File: src/rtl/bdc_pkg.sv
// ----------------------------------------------------------------------------
// bdc_pkg: shared constants and types for the bezier evaluator
// Point store sizes, function codes and status codes.
// ----------------------------------------------------------------------------
package bdc_pkg;

   localparam int MaxPoints  = 16;
   localparam int CoordWidth = 16;
   localparam int IdxWidth   = $clog2(MaxPoints);
   localparam int CntWidth   = $clog2(MaxPoints + 1);
   localparam int TWidth     = 17;
   localparam int RadWidth   = 12;
   localparam logic [RadWidth-1:0] RadReset = 12'd640;
   localparam logic [TWidth-1:0]   TOne     = 17'h10000;

   typedef logic [1:0] func_type;
   localparam func_type FuncAppend = 2'd0;
   localparam func_type FuncClear  = 2'd1;
   localparam func_type FuncMove   = 2'd2;
   localparam func_type FuncEval   = 2'd3;

   typedef logic [1:0] status_type;
   localparam status_type StatusOk    = 2'd0;
   localparam status_type StatusFull  = 2'd1;
   localparam status_type StatusShort = 2'd2;

endpackage

File: src/rtl/bezier_de_casteljau_eval.sv
// ----------------------------------------------------------------------------
// bezier_de_casteljau_eval: control point store with curve evaluation
// Append, clear, move-by-radius and De Casteljau evaluation; move and evaluate each use one shared unit.
// ----------------------------------------------------------------------------
// Append and clear go directly to the done state; move checks the stored points
// (one shared distance unit, one point a cycle); evaluate copies the points,
// then runs one shared interpolator alternating x and y.
// One item at a time; ready is low while busy or a result waits.
// Reset (synchronous, active high) clears the point count, the sequencer and
// the result valid, and loads the grab radius with 640. The stores are not cleared.
module bezier_de_casteljau_eval (
   input  logic                              clock,
   input  logic                              reset,
   input  logic                              req_valid,
   output logic                              req_ready,
   input  bdc_pkg::func_type                 req_func,
   input  logic signed [bdc_pkg::CoordWidth-1:0] req_pos_x,
   input  logic signed [bdc_pkg::CoordWidth-1:0] req_pos_y,
   input  logic [bdc_pkg::TWidth-1:0]        req_curve_t,
   output logic                              rsp_valid,
   input  logic                              rsp_ready,
   output bdc_pkg::status_type               rsp_status,
   output logic signed [bdc_pkg::CoordWidth-1:0] rsp_curve_x,
   output logic signed [bdc_pkg::CoordWidth-1:0] rsp_curve_y,
   output logic [bdc_pkg::CntWidth-1:0]      rsp_point_count,
   input  logic                              csr_wr_en,
   input  logic [bdc_pkg::RadWidth-1:0]      csr_wr_data
);
   import bdc_pkg::*;

   typedef enum logic [4:0] {
      StIdle = 5'b00001,
      StMove = 5'b00010,
      StCopy = 5'b00100,
      StEval = 5'b01000,
      StDone = 5'b10000
   } state_type;

   localparam int CW  = CoordWidth;
   localparam int DW  = CoordWidth + 1;
   localparam int SQW = 2 * DW + 1;

   state_type state_ff, state_in;
   logic [RadWidth-1:0] radius_ff;
   logic [CntWidth-1:0] count_ff, count_in;
   logic [IdxWidth-1:0] idx_ff, idx_in;
   logic [CntWidth-1:0] lim_ff, lim_in;
   logic                axis_ff, axis_in;
   logic [CW-1:0]       px_ff, py_ff;
   logic [TWidth-1:0]   t_ff;
   logic                rsp_valid_ff, rsp_valid_in;
   status_type          status_ff, status_in;
   logic [CW-1:0]       cx_ff, cy_ff;

   logic [CW-1:0] ctrl_x [MaxPoints];
   logic [CW-1:0] ctrl_y [MaxPoints];
   logic [CW-1:0] work_x [MaxPoints];
   logic [CW-1:0] work_y [MaxPoints];

   logic accept;
   assign req_ready = (state_ff == StIdle) && !rsp_valid_ff;
   assign accept    = req_valid && req_ready;

   // shared distance unit: one stored point against the move position
   logic signed [DW-1:0] dx, dy;
   logic [DW-1:0] adx, ady;
   logic [SQW-1:0] dist_sq, rad_sq;
   logic hit;
   always_comb begin
      dx = DW'($signed(px_ff)) - DW'($signed(ctrl_x[idx_ff]));
      dy = DW'($signed(py_ff)) - DW'($signed(ctrl_y[idx_ff]));
      adx = dx[DW-1] ? DW'(-dx) : DW'(dx);
      ady = dy[DW-1] ? DW'(-dy) : DW'(dy);
      dist_sq = SQW'(adx * adx) + SQW'(ady * ady);
      rad_sq  = SQW'(radius_ff * radius_ff);
      hit = (adx <= DW'(radius_ff)) && (ady <= DW'(radius_ff)) && (dist_sq <= rad_sq);
   end

   // shared interpolator: a + (b - a) * t, rounded to nearest
   localparam int PW = DW + TWidth + 2;
   logic [IdxWidth-1:0] idx_nx;
   logic signed [CW-1:0] ia, ib;
   logic signed [PW-1:0] iprod;
   logic signed [CW-1:0] ires;
   always_comb begin
      idx_nx = idx_ff + IdxWidth'(1);
      ia = axis_ff ? $signed(work_y[idx_ff]) : $signed(work_x[idx_ff]);
      ib = axis_ff ? $signed(work_y[idx_nx]) : $signed(work_x[idx_nx]);
      iprod = (PW'(ia) <<< 16) + PW'(DW'(ib) - DW'(ia)) * $signed({1'b0, t_ff})
              + PW'(32768);
      ires = iprod[CW+15:16];
   end

   // sequencer
   always_comb begin
      state_in = state_ff;
      count_in = count_ff;
      idx_in = idx_ff;
      lim_in = lim_ff;
      axis_in = axis_ff;
      status_in = status_ff;
      rsp_valid_in = rsp_valid_ff;
      if (rsp_valid_ff && rsp_ready) rsp_valid_in = 1'b0;
      case (state_ff)
         StIdle: begin
            if (accept) begin
               idx_in = '0;
               axis_in = 1'b0;
               status_in = StatusOk;
               case (req_func)
                  FuncAppend: begin
                     if (count_ff >= CntWidth'(MaxPoints)) status_in = StatusFull;
                     else count_in = count_ff + CntWidth'(1);
                     state_in = StDone;
                  end
                  FuncClear: begin
                     count_in = '0;
                     state_in = StDone;
                  end
                  FuncMove: state_in = (count_ff == '0) ? StDone : StMove;
                  default: begin
                     if (count_ff < CntWidth'(3)) begin
                        status_in = StatusShort;
                        state_in = StDone;
                     end else state_in = StCopy;
                  end
               endcase
            end
         end
         StMove: begin
            idx_in = idx_nx;
            if (CntWidth'(idx_ff) + CntWidth'(1) >= count_ff) state_in = StDone;
         end
         StCopy: begin
            idx_in = idx_nx;
            if (CntWidth'(idx_ff) + CntWidth'(1) >= count_ff) begin
               idx_in = '0;
               lim_in = count_ff - CntWidth'(1);
               state_in = StEval;
            end
         end
         StEval: begin
            axis_in = !axis_ff;
            if (axis_ff) begin
               idx_in = idx_nx;
               if (CntWidth'(idx_ff) + CntWidth'(1) >= lim_ff) begin
                  idx_in = '0;
                  lim_in = lim_ff - CntWidth'(1);
                  if (lim_ff == CntWidth'(1)) state_in = StDone;
               end
            end
         end
         StDone: begin
            rsp_valid_in = 1'b1;
            state_in = StIdle;
         end
         default: state_in = StIdle;
      endcase
   end

   // control registers
   always_ff @(posedge clock) begin
      if (reset) begin
         state_ff <= StIdle;
         count_ff <= '0;
         rsp_valid_ff <= 1'b0;
         radius_ff <= RadReset;
      end else begin
         state_ff <= state_in;
         count_ff <= count_in;
         rsp_valid_ff <= rsp_valid_in;
         if (csr_wr_en) radius_ff <= csr_wr_data;
      end
   end

   // payload registers and point stores
   always_ff @(posedge clock) begin
      idx_ff <= idx_in;
      lim_ff <= lim_in;
      axis_ff <= axis_in;
      status_ff <= status_in;
      if (accept) begin
         px_ff <= req_pos_x;
         py_ff <= req_pos_y;
         t_ff <= (req_curve_t > TOne) ? TOne : req_curve_t;
         cx_ff <= '0;
         cy_ff <= '0;
         if (req_func == FuncAppend && count_ff < CntWidth'(MaxPoints)) begin
            ctrl_x[count_ff[IdxWidth-1:0]] <= req_pos_x;
            ctrl_y[count_ff[IdxWidth-1:0]] <= req_pos_y;
         end
      end
      if (state_ff == StMove && hit) begin
         ctrl_x[idx_ff] <= px_ff;
         ctrl_y[idx_ff] <= py_ff;
      end
      if (state_ff == StCopy) begin
         work_x[idx_ff] <= ctrl_x[idx_ff];
         work_y[idx_ff] <= ctrl_y[idx_ff];
      end
      if (state_ff == StEval) begin
         if (axis_ff) work_y[idx_ff] <= ires;
         else work_x[idx_ff] <= ires;
         if (lim_ff == CntWidth'(1) && axis_ff) cy_ff <= ires;
         if (lim_ff == CntWidth'(1) && !axis_ff) cx_ff <= ires;
      end
   end

   assign rsp_valid = rsp_valid_ff;
   assign rsp_status = status_ff;
   assign rsp_curve_x = cx_ff;
   assign rsp_curve_y = cy_ff;
   assign rsp_point_count = count_ff;

   // checks
   a_count_range: assert property (@(posedge clock) disable iff (reset)
      count_ff <= CntWidth'(MaxPoints)) else $error("point count overflow");
   a_busy_no_rsp: assert property (@(posedge clock) disable iff (reset)
      (state_ff != StIdle) |-> !rsp_valid_ff) else $error("result during work");
   a_eval_points: assert property (@(posedge clock) disable iff (reset)
      (state_ff == StEval) |-> (lim_ff != '0) && (lim_ff < count_ff))
      else $error("interpolation limit out of range");
   a_count_hold: assert property (@(posedge clock) disable iff (reset)
      (state_ff != StIdle) |=> $stable(count_ff)) else $error("count changed while busy");
endmodule
File: config.mk
export PLATFORM = sky130hd
export DESIGN_NAME = bezier_de_casteljau_eval
export DESIGN_NICKNAME = d
export VERILOG_FILES = /design/src/rtl/bdc_pkg.sv /design/src/rtl/bezier_de_casteljau_eval.sv
export SDC_FILE = /design/constraint.sdc
export NUM_CORES = 2
export LEC_CHECK = 0
export ABC_AREA = 1
export BUFFER_PORTS_ARGS = -buffer_cell sky130_fd_sc_hd__buf_2
export CAP_MARGIN = 20
export CELL_PAD_IN_SITES_DETAIL_PLACEMENT = 0
export CELL_PAD_IN_SITES_GLOBAL_PLACEMENT = 1
export CORE_MARGIN = 4
export CORE_UTILIZATION = 38
export CTS_CLUSTER_DIAMETER = 60
export DETAILED_ROUTE_END_ITERATION = 7
export PLACE_DENSITY_LB_ADDON = 0.1
export SLEW_MARGIN = 25
export SYNTH_ARGS = -nofsm -noshare
export SYNTH_HDL_FRONTEND = slang
export SYNTH_SLANG_ARGS = --single-unit
File: constraint.sdc
create_clock -name clock -period 14.4 [get_ports clock]
set_clock_uncertainty 0.15 [all_clocks]
set_input_delay 2.16 -clock clock [delete_from_list [all_inputs] [get_ports clock]]
set_output_delay 2.16 -clock clock [all_outputs]
set_load 0.01 [all_outputs]
=== Yosys cells after proc, flatten, opt, wreduce, memory -nomap -nowiden ===
Memories as Yosys holds them, arrays and structs flattened. A register that Yosys moved wholly into a read port is not among the register bits.
Index checks and enable logic that the tools add are counted.
W data, S select, Z words.

* Bits in registers: 116
* Memory bits (writable): 1,024
* Word-level logic and storage cells: 151
* Memories: 4
* Input port bits: 68
* Output and inout bits: 41

* Order comparisons: 9
* Bitwise operators: 2
* Multipliers: 4
* Add/sub/neg operators: 13
* Muxes and demuxes: 63
* Equality and inequality tests: 15
* Reduce and logical (&&, ||, !) cells: 28

{| class="wikitable"
|+ Memory list
! memory !! words !! bits a word !! rd ports !! clocked after memory_dff !! write ports !! line !! RTL
|-
| ctrl_x || 16 || 16 || 1 || 1 || 1 || bezier_de_casteljau_eval.sv:55 || <nowiki>logic [CW-1:0] ctrl_x [MaxPoints];</nowiki>
|-
| ctrl_y || 16 || 16 || 1 || 1 || 1 || bezier_de_casteljau_eval.sv:56 || <nowiki>logic [CW-1:0] ctrl_y [MaxPoints];</nowiki>
|-
| work_x || 16 || 16 || 2 || 1 || 1 || bezier_de_casteljau_eval.sv:57 || <nowiki>logic [CW-1:0] work_x [MaxPoints];</nowiki>
|-
| work_y || 16 || 16 || 2 || 1 || 1 || bezier_de_casteljau_eval.sv:58 || <nowiki>logic [CW-1:0] work_y [MaxPoints];</nowiki>
|}

{| class="wikitable"
|+ Operator list
! operator !! number
|-
| $mux W16 || 12
|-
| $mul A17 B17 Y34 || 2
|-
| $mux W5 || 12
|-
| $sub A16 B16 Y17 || 3
|-
| $mux W4 || 10
|-
| $add A34 B34 Y35 || 1
|-
| $le A35 B24 Y1 || 1
|-
| $le A17 B12 Y1 || 2
|-
| $mux W17 || 2
|-
| $neg A17 Y17 || 2
|-
| $add A32 B17 Y32 const B || 1
|-
| $add A32 B32 Y32 || 1
|-
| $mul A17 B18 Y32 || 1
|-
| $reduce_or A16 Y1 || 2
|-
| $pmux W5 S2 || 3
|-
| $mul A12 B12 Y24 || 1
|-
| $pmux W5 S4 || 1
|-
| $mux W1 || 19
|-
| $gt A17 B17 Y1 const B || 1
|-
| $pmux W4 S4 || 1
|-
| $ne A2 B2 Y1 const B || 6
|-
| $eq A5 B1 Y1 const B || 2
|-
| $ge A5 B5 Y1 || 2
|-
| $sub A5 B1 Y5 const B || 2
|-
| other kinds (28) || 44
|}

=== Logic depth before layout (Yosys ltp) ===
* Depth after elaboration: 12
* Depth in mapped cells: 79
* Mapped depth without buffers: 73

=== Worst setup path after synthesis ===
No wires, ideal clock.

* Kind: reg2reg
* Start point: register (tool-made name)
* End point: memory ctrl_x[12][0] (netlist name), enable pin
* Stages on the path, launching flop included: 70
* Setup time: 421 ps
* Arrival: 13,121 ps
* Path buffers: 7
* Setup slack: 708 ps
* Clock period less this slack: 13,692 ps
* Data required time: 13,829 ps
* Cells stage by stage: dfxtp_1 clkbuf_1 inv_2 clkbuf_1 clkbuf_1 clkbuf_1 clkbuf_1 o21ai_0 o22ai_1 o211ai_1 nand2_1 ha_1 fa_1 inv_1 nand3_1 nand2_1 xor2_1 inv_1 [34 not listed] nand2_1 nor2_1 a211oi_1 nand2_1 nand2_1 nand2_1 nand2_1 nand3_1 nor2_1 nand3_2 nor2_2 nand4_1 nor2_2 nand4_4 buf_6 nand2_8 nand3_4 nor2_1

{| class="wikitable"
|+ RTL lines
! item !! line
|-
| end, declared || bezier_de_casteljau_eval.sv:55
|}

==> reports/qor.yml <==
dieArea_mm2: 0.230
pin_count: 109
fmax_mhz: 73.5
dr.pass1.iters: 6
start_util: 0.383
hold_viol_final: 0
cts_made_buffers: 141
routabilityCongestion: 0.889
report.final.setup_viol: 0
path_class: "reg2reg"
synth-warning-count: 0
syn-instance-count: 8787
track_usage: 0.252
clock_latency_ps: 820
syn_to_final_growth_pct: 12.9
cp.arrival_ps: 13910
fin_nets: 10264
fp.dieW_um: 480
rr_endpoint: "ctrl_y[9][12]"
path_delay_family: "adder cells"
status: "complete, no violations"
drv_cap: 0
slowest_stage: "fa_1"
yosys.area.top_type: "edfxtp_1"
synth_edf_count: 1085
cts_max_level: 4
ys_types: 70
critical_path_buf_inv_count: 16
cts_sinks: 1144
reg2reg_depth: 70
core-area_mm2: 0.221
seq_area_frac_synth: 0.399
drive_gt1_frac: 0.0911
hold_path_depth: 2
endpoint_kind: "flop"
clkTransAtPathRegs_ps: 60
cp_max_fo: 88
synth_area_per_cell_um2: 9.62
crit_top_cell: "nand2_1"
grt_pass1_wl_um: 432000
cp_slowest_stage_delay_ps: 580
cp.required_ps: 14710
wl_um: 296000
synth_top_area_share: 0.385
slew_viol_final: 0
yosys-top-cells-count: "inv_1 (1407), nor2_1 (1325), edfxtp_1 (1085), nand2_1 (968), o21ai_0 (941)"
drtAntennaViolNets: 0
worstHoldPathType: "reg2reg"
rsz0062_at_grt: "false"
post-route-util: 0.433
whs_endpoint: "rsp_curve_y[15]"
r2r_setup_slack_ps: 800
min_period_ps: 13600
synthTopCellsByArea: "edfxtp_1 (39%), fa_1 (18%), ha_1 (7.2%)"
setup_ws_ps: 797
place_hpwl_um: 205000
grt_antenna_before_repair: 7
drc_errors: 0
synth_flop_cell: "edfxtp_1"
dr_total_vias: 65266
fp-row-count: 172
io_buffers: 108
viasPerCell: 5.43
ys_ff_latch: 1144
synth_area_mm2: 0.0846
period_share: 0.945
relSlewSlack: 0.201
hold_ws_ps: 322
place_ws_ps: 117
synth.most_common_cell: "inv_1"
wl_per_cell_um: 24.6
cts_tree: "built"
die_y_um: 480
synthArstFlopShare: 0
grt_overflow: 0
min_from: "rsp_curve_y[15]"
grt_max_degree: 183
drt_iter0_drc: 5714
clock_path_buffers: 3
cts_root_buf: "clkbuf_16"
worst_pin_slew_ps: 1190
start_kind: "flop"
grt_pass1_vias: 66220
[cell type report]
cell class	count	area, um^2
flip-flops and latches	1144	33800
well taps	2958	3700
clock inverters	81	947
multi-input cells	5796	44200
clock buffers	177	3680
repair buffers	425	3690
diodes	1	2.50
inverters	1436	5450
fillers	21211	125000
[worst register-to-register path, delay by kind of cell (launching register included)]
kind / cells / cell delay, ps
adders and majority gates: 11 / 4780
and+or+nand+nor: 34 / 3830
DFF: 1 / 410
buffers and inverters: 16 / 2490
AOI/OAI and AO/OA: 7 / 1240
xor gates and xnor gates: 2 / 420
[metrics by stage]
stage / area [um^2] / setup TNS [ps] / cells
6_report: 95500 / 0 / 12018
5_1_grt: 95500 / 0 / 12017
4_1_cts: 94900 / 0 / 11992
3_5_place_dp: 90300 / 0 / 11734
3_3_place_gp: 90300 / -11710 / 11734
2_1_floorplan: 84700 / 0 / 8809
[cells in the final DEF, fill, tap and decap left out, types with 10 or more instances in the layout]
master	count
o21bai_1	11
buf_12	40
buf_2	109
inv_2	19
edfxtp_1	1085
conb_1	24
dfxtp_1	55
nand3_2	14
o21ai_1	32
buf_4	254
a31oi_1	34
clkinv_1	35
nor2_4	35
nor3_1	37
nand2_1	957
fa_1	768
clkbuf_16	149
o31ai_1	10
xnor2_1	51
nand4_1	46
clkbuf_1	34
nor3_2	13
o22ai_1	86
nor2_2	18
nand2_2	30
xor2_1	53
nor2_1	1286
clkinv_2	16
a21oi_1	155
a21o_1	14
or2_2	14
o221ai_1	299
o211ai_1	34
inv_1	1396
nand3_1	274
o21ai_0	915
a32oi_1	15
ha_1	482
[logic make-up (layout without fill, tap and decap cells)]
kind of cell / count (synthesis) / count (layout) / share of synthesized area
flops: 1144 / 1144 / 0.399
buf+inv: 1869 / 2119 / 0.0840
simple gates: 2761 / 2761 / 0.134
compound gates: 1643 / 1643 / 0.116
mux: 1 / 1 / 0.000118
other cells: 2 / 25 / 0.0000888
xor+xnor: 115 / 115 / 0.0124
fa+ha+maj: 1252 / 1252 / 0.253
[state kept, by name, indices dropped and copies added, names as in the netlist, named ones only]
register,cells
rsp_curve_x,16
radius_ff,12
rsp_point_count,5
axis_ff,1
ctrl_x,256
work_x,256
lim_ff,5
ctrl_y,256
px_ff,16
t_ff,17
rsp_status,2
work_y,256
rsp_curve_y,16
py_ff,16
idx_ff,4
rsp_valid,1
state_ff,5
[metal layers]
metal | track usage | vias to the layer above | routed length (um)
met3 | 0.0410 | 501 | 20100
li1 | - | 29543 | -
met1 | 0.336 | 32861 | 125000
met4 | 0.0792 | 2 | 9560
met2 | 0.419 | 2359 | 141000
met5 | 0 | - | 13
[how the worst max path moves through the flow]
stage          start             to  slack, ps  depth (start not counted)
6_report        flop  ctrl_y[9][12]        800                         70
5_1_grt         flop   ctrl_x[2][3]          7                         57
4_1_cts         flop  ctrl_x[11][7]        130                         62
3_3_place_gp    flop  ctrl_y[11][6]       -110                         58
3_5_place_dp    flop  ctrl_y[11][3]        120                         62
2_1_floorplan   flop  ctrl_x[12][0]        710                         69
[timing repair]
action	4_1_cts	5_1_grt
setup endpoints to repair	0	1024
resized for setup	0	47
endpoints found under the hold margin	0	0
setup buffers	0	14
hold buffers	0	0
Power is left out: the tool's default activity adds up to more than one toggle a clock period on the data nets, which glitch-free logic cannot reach.
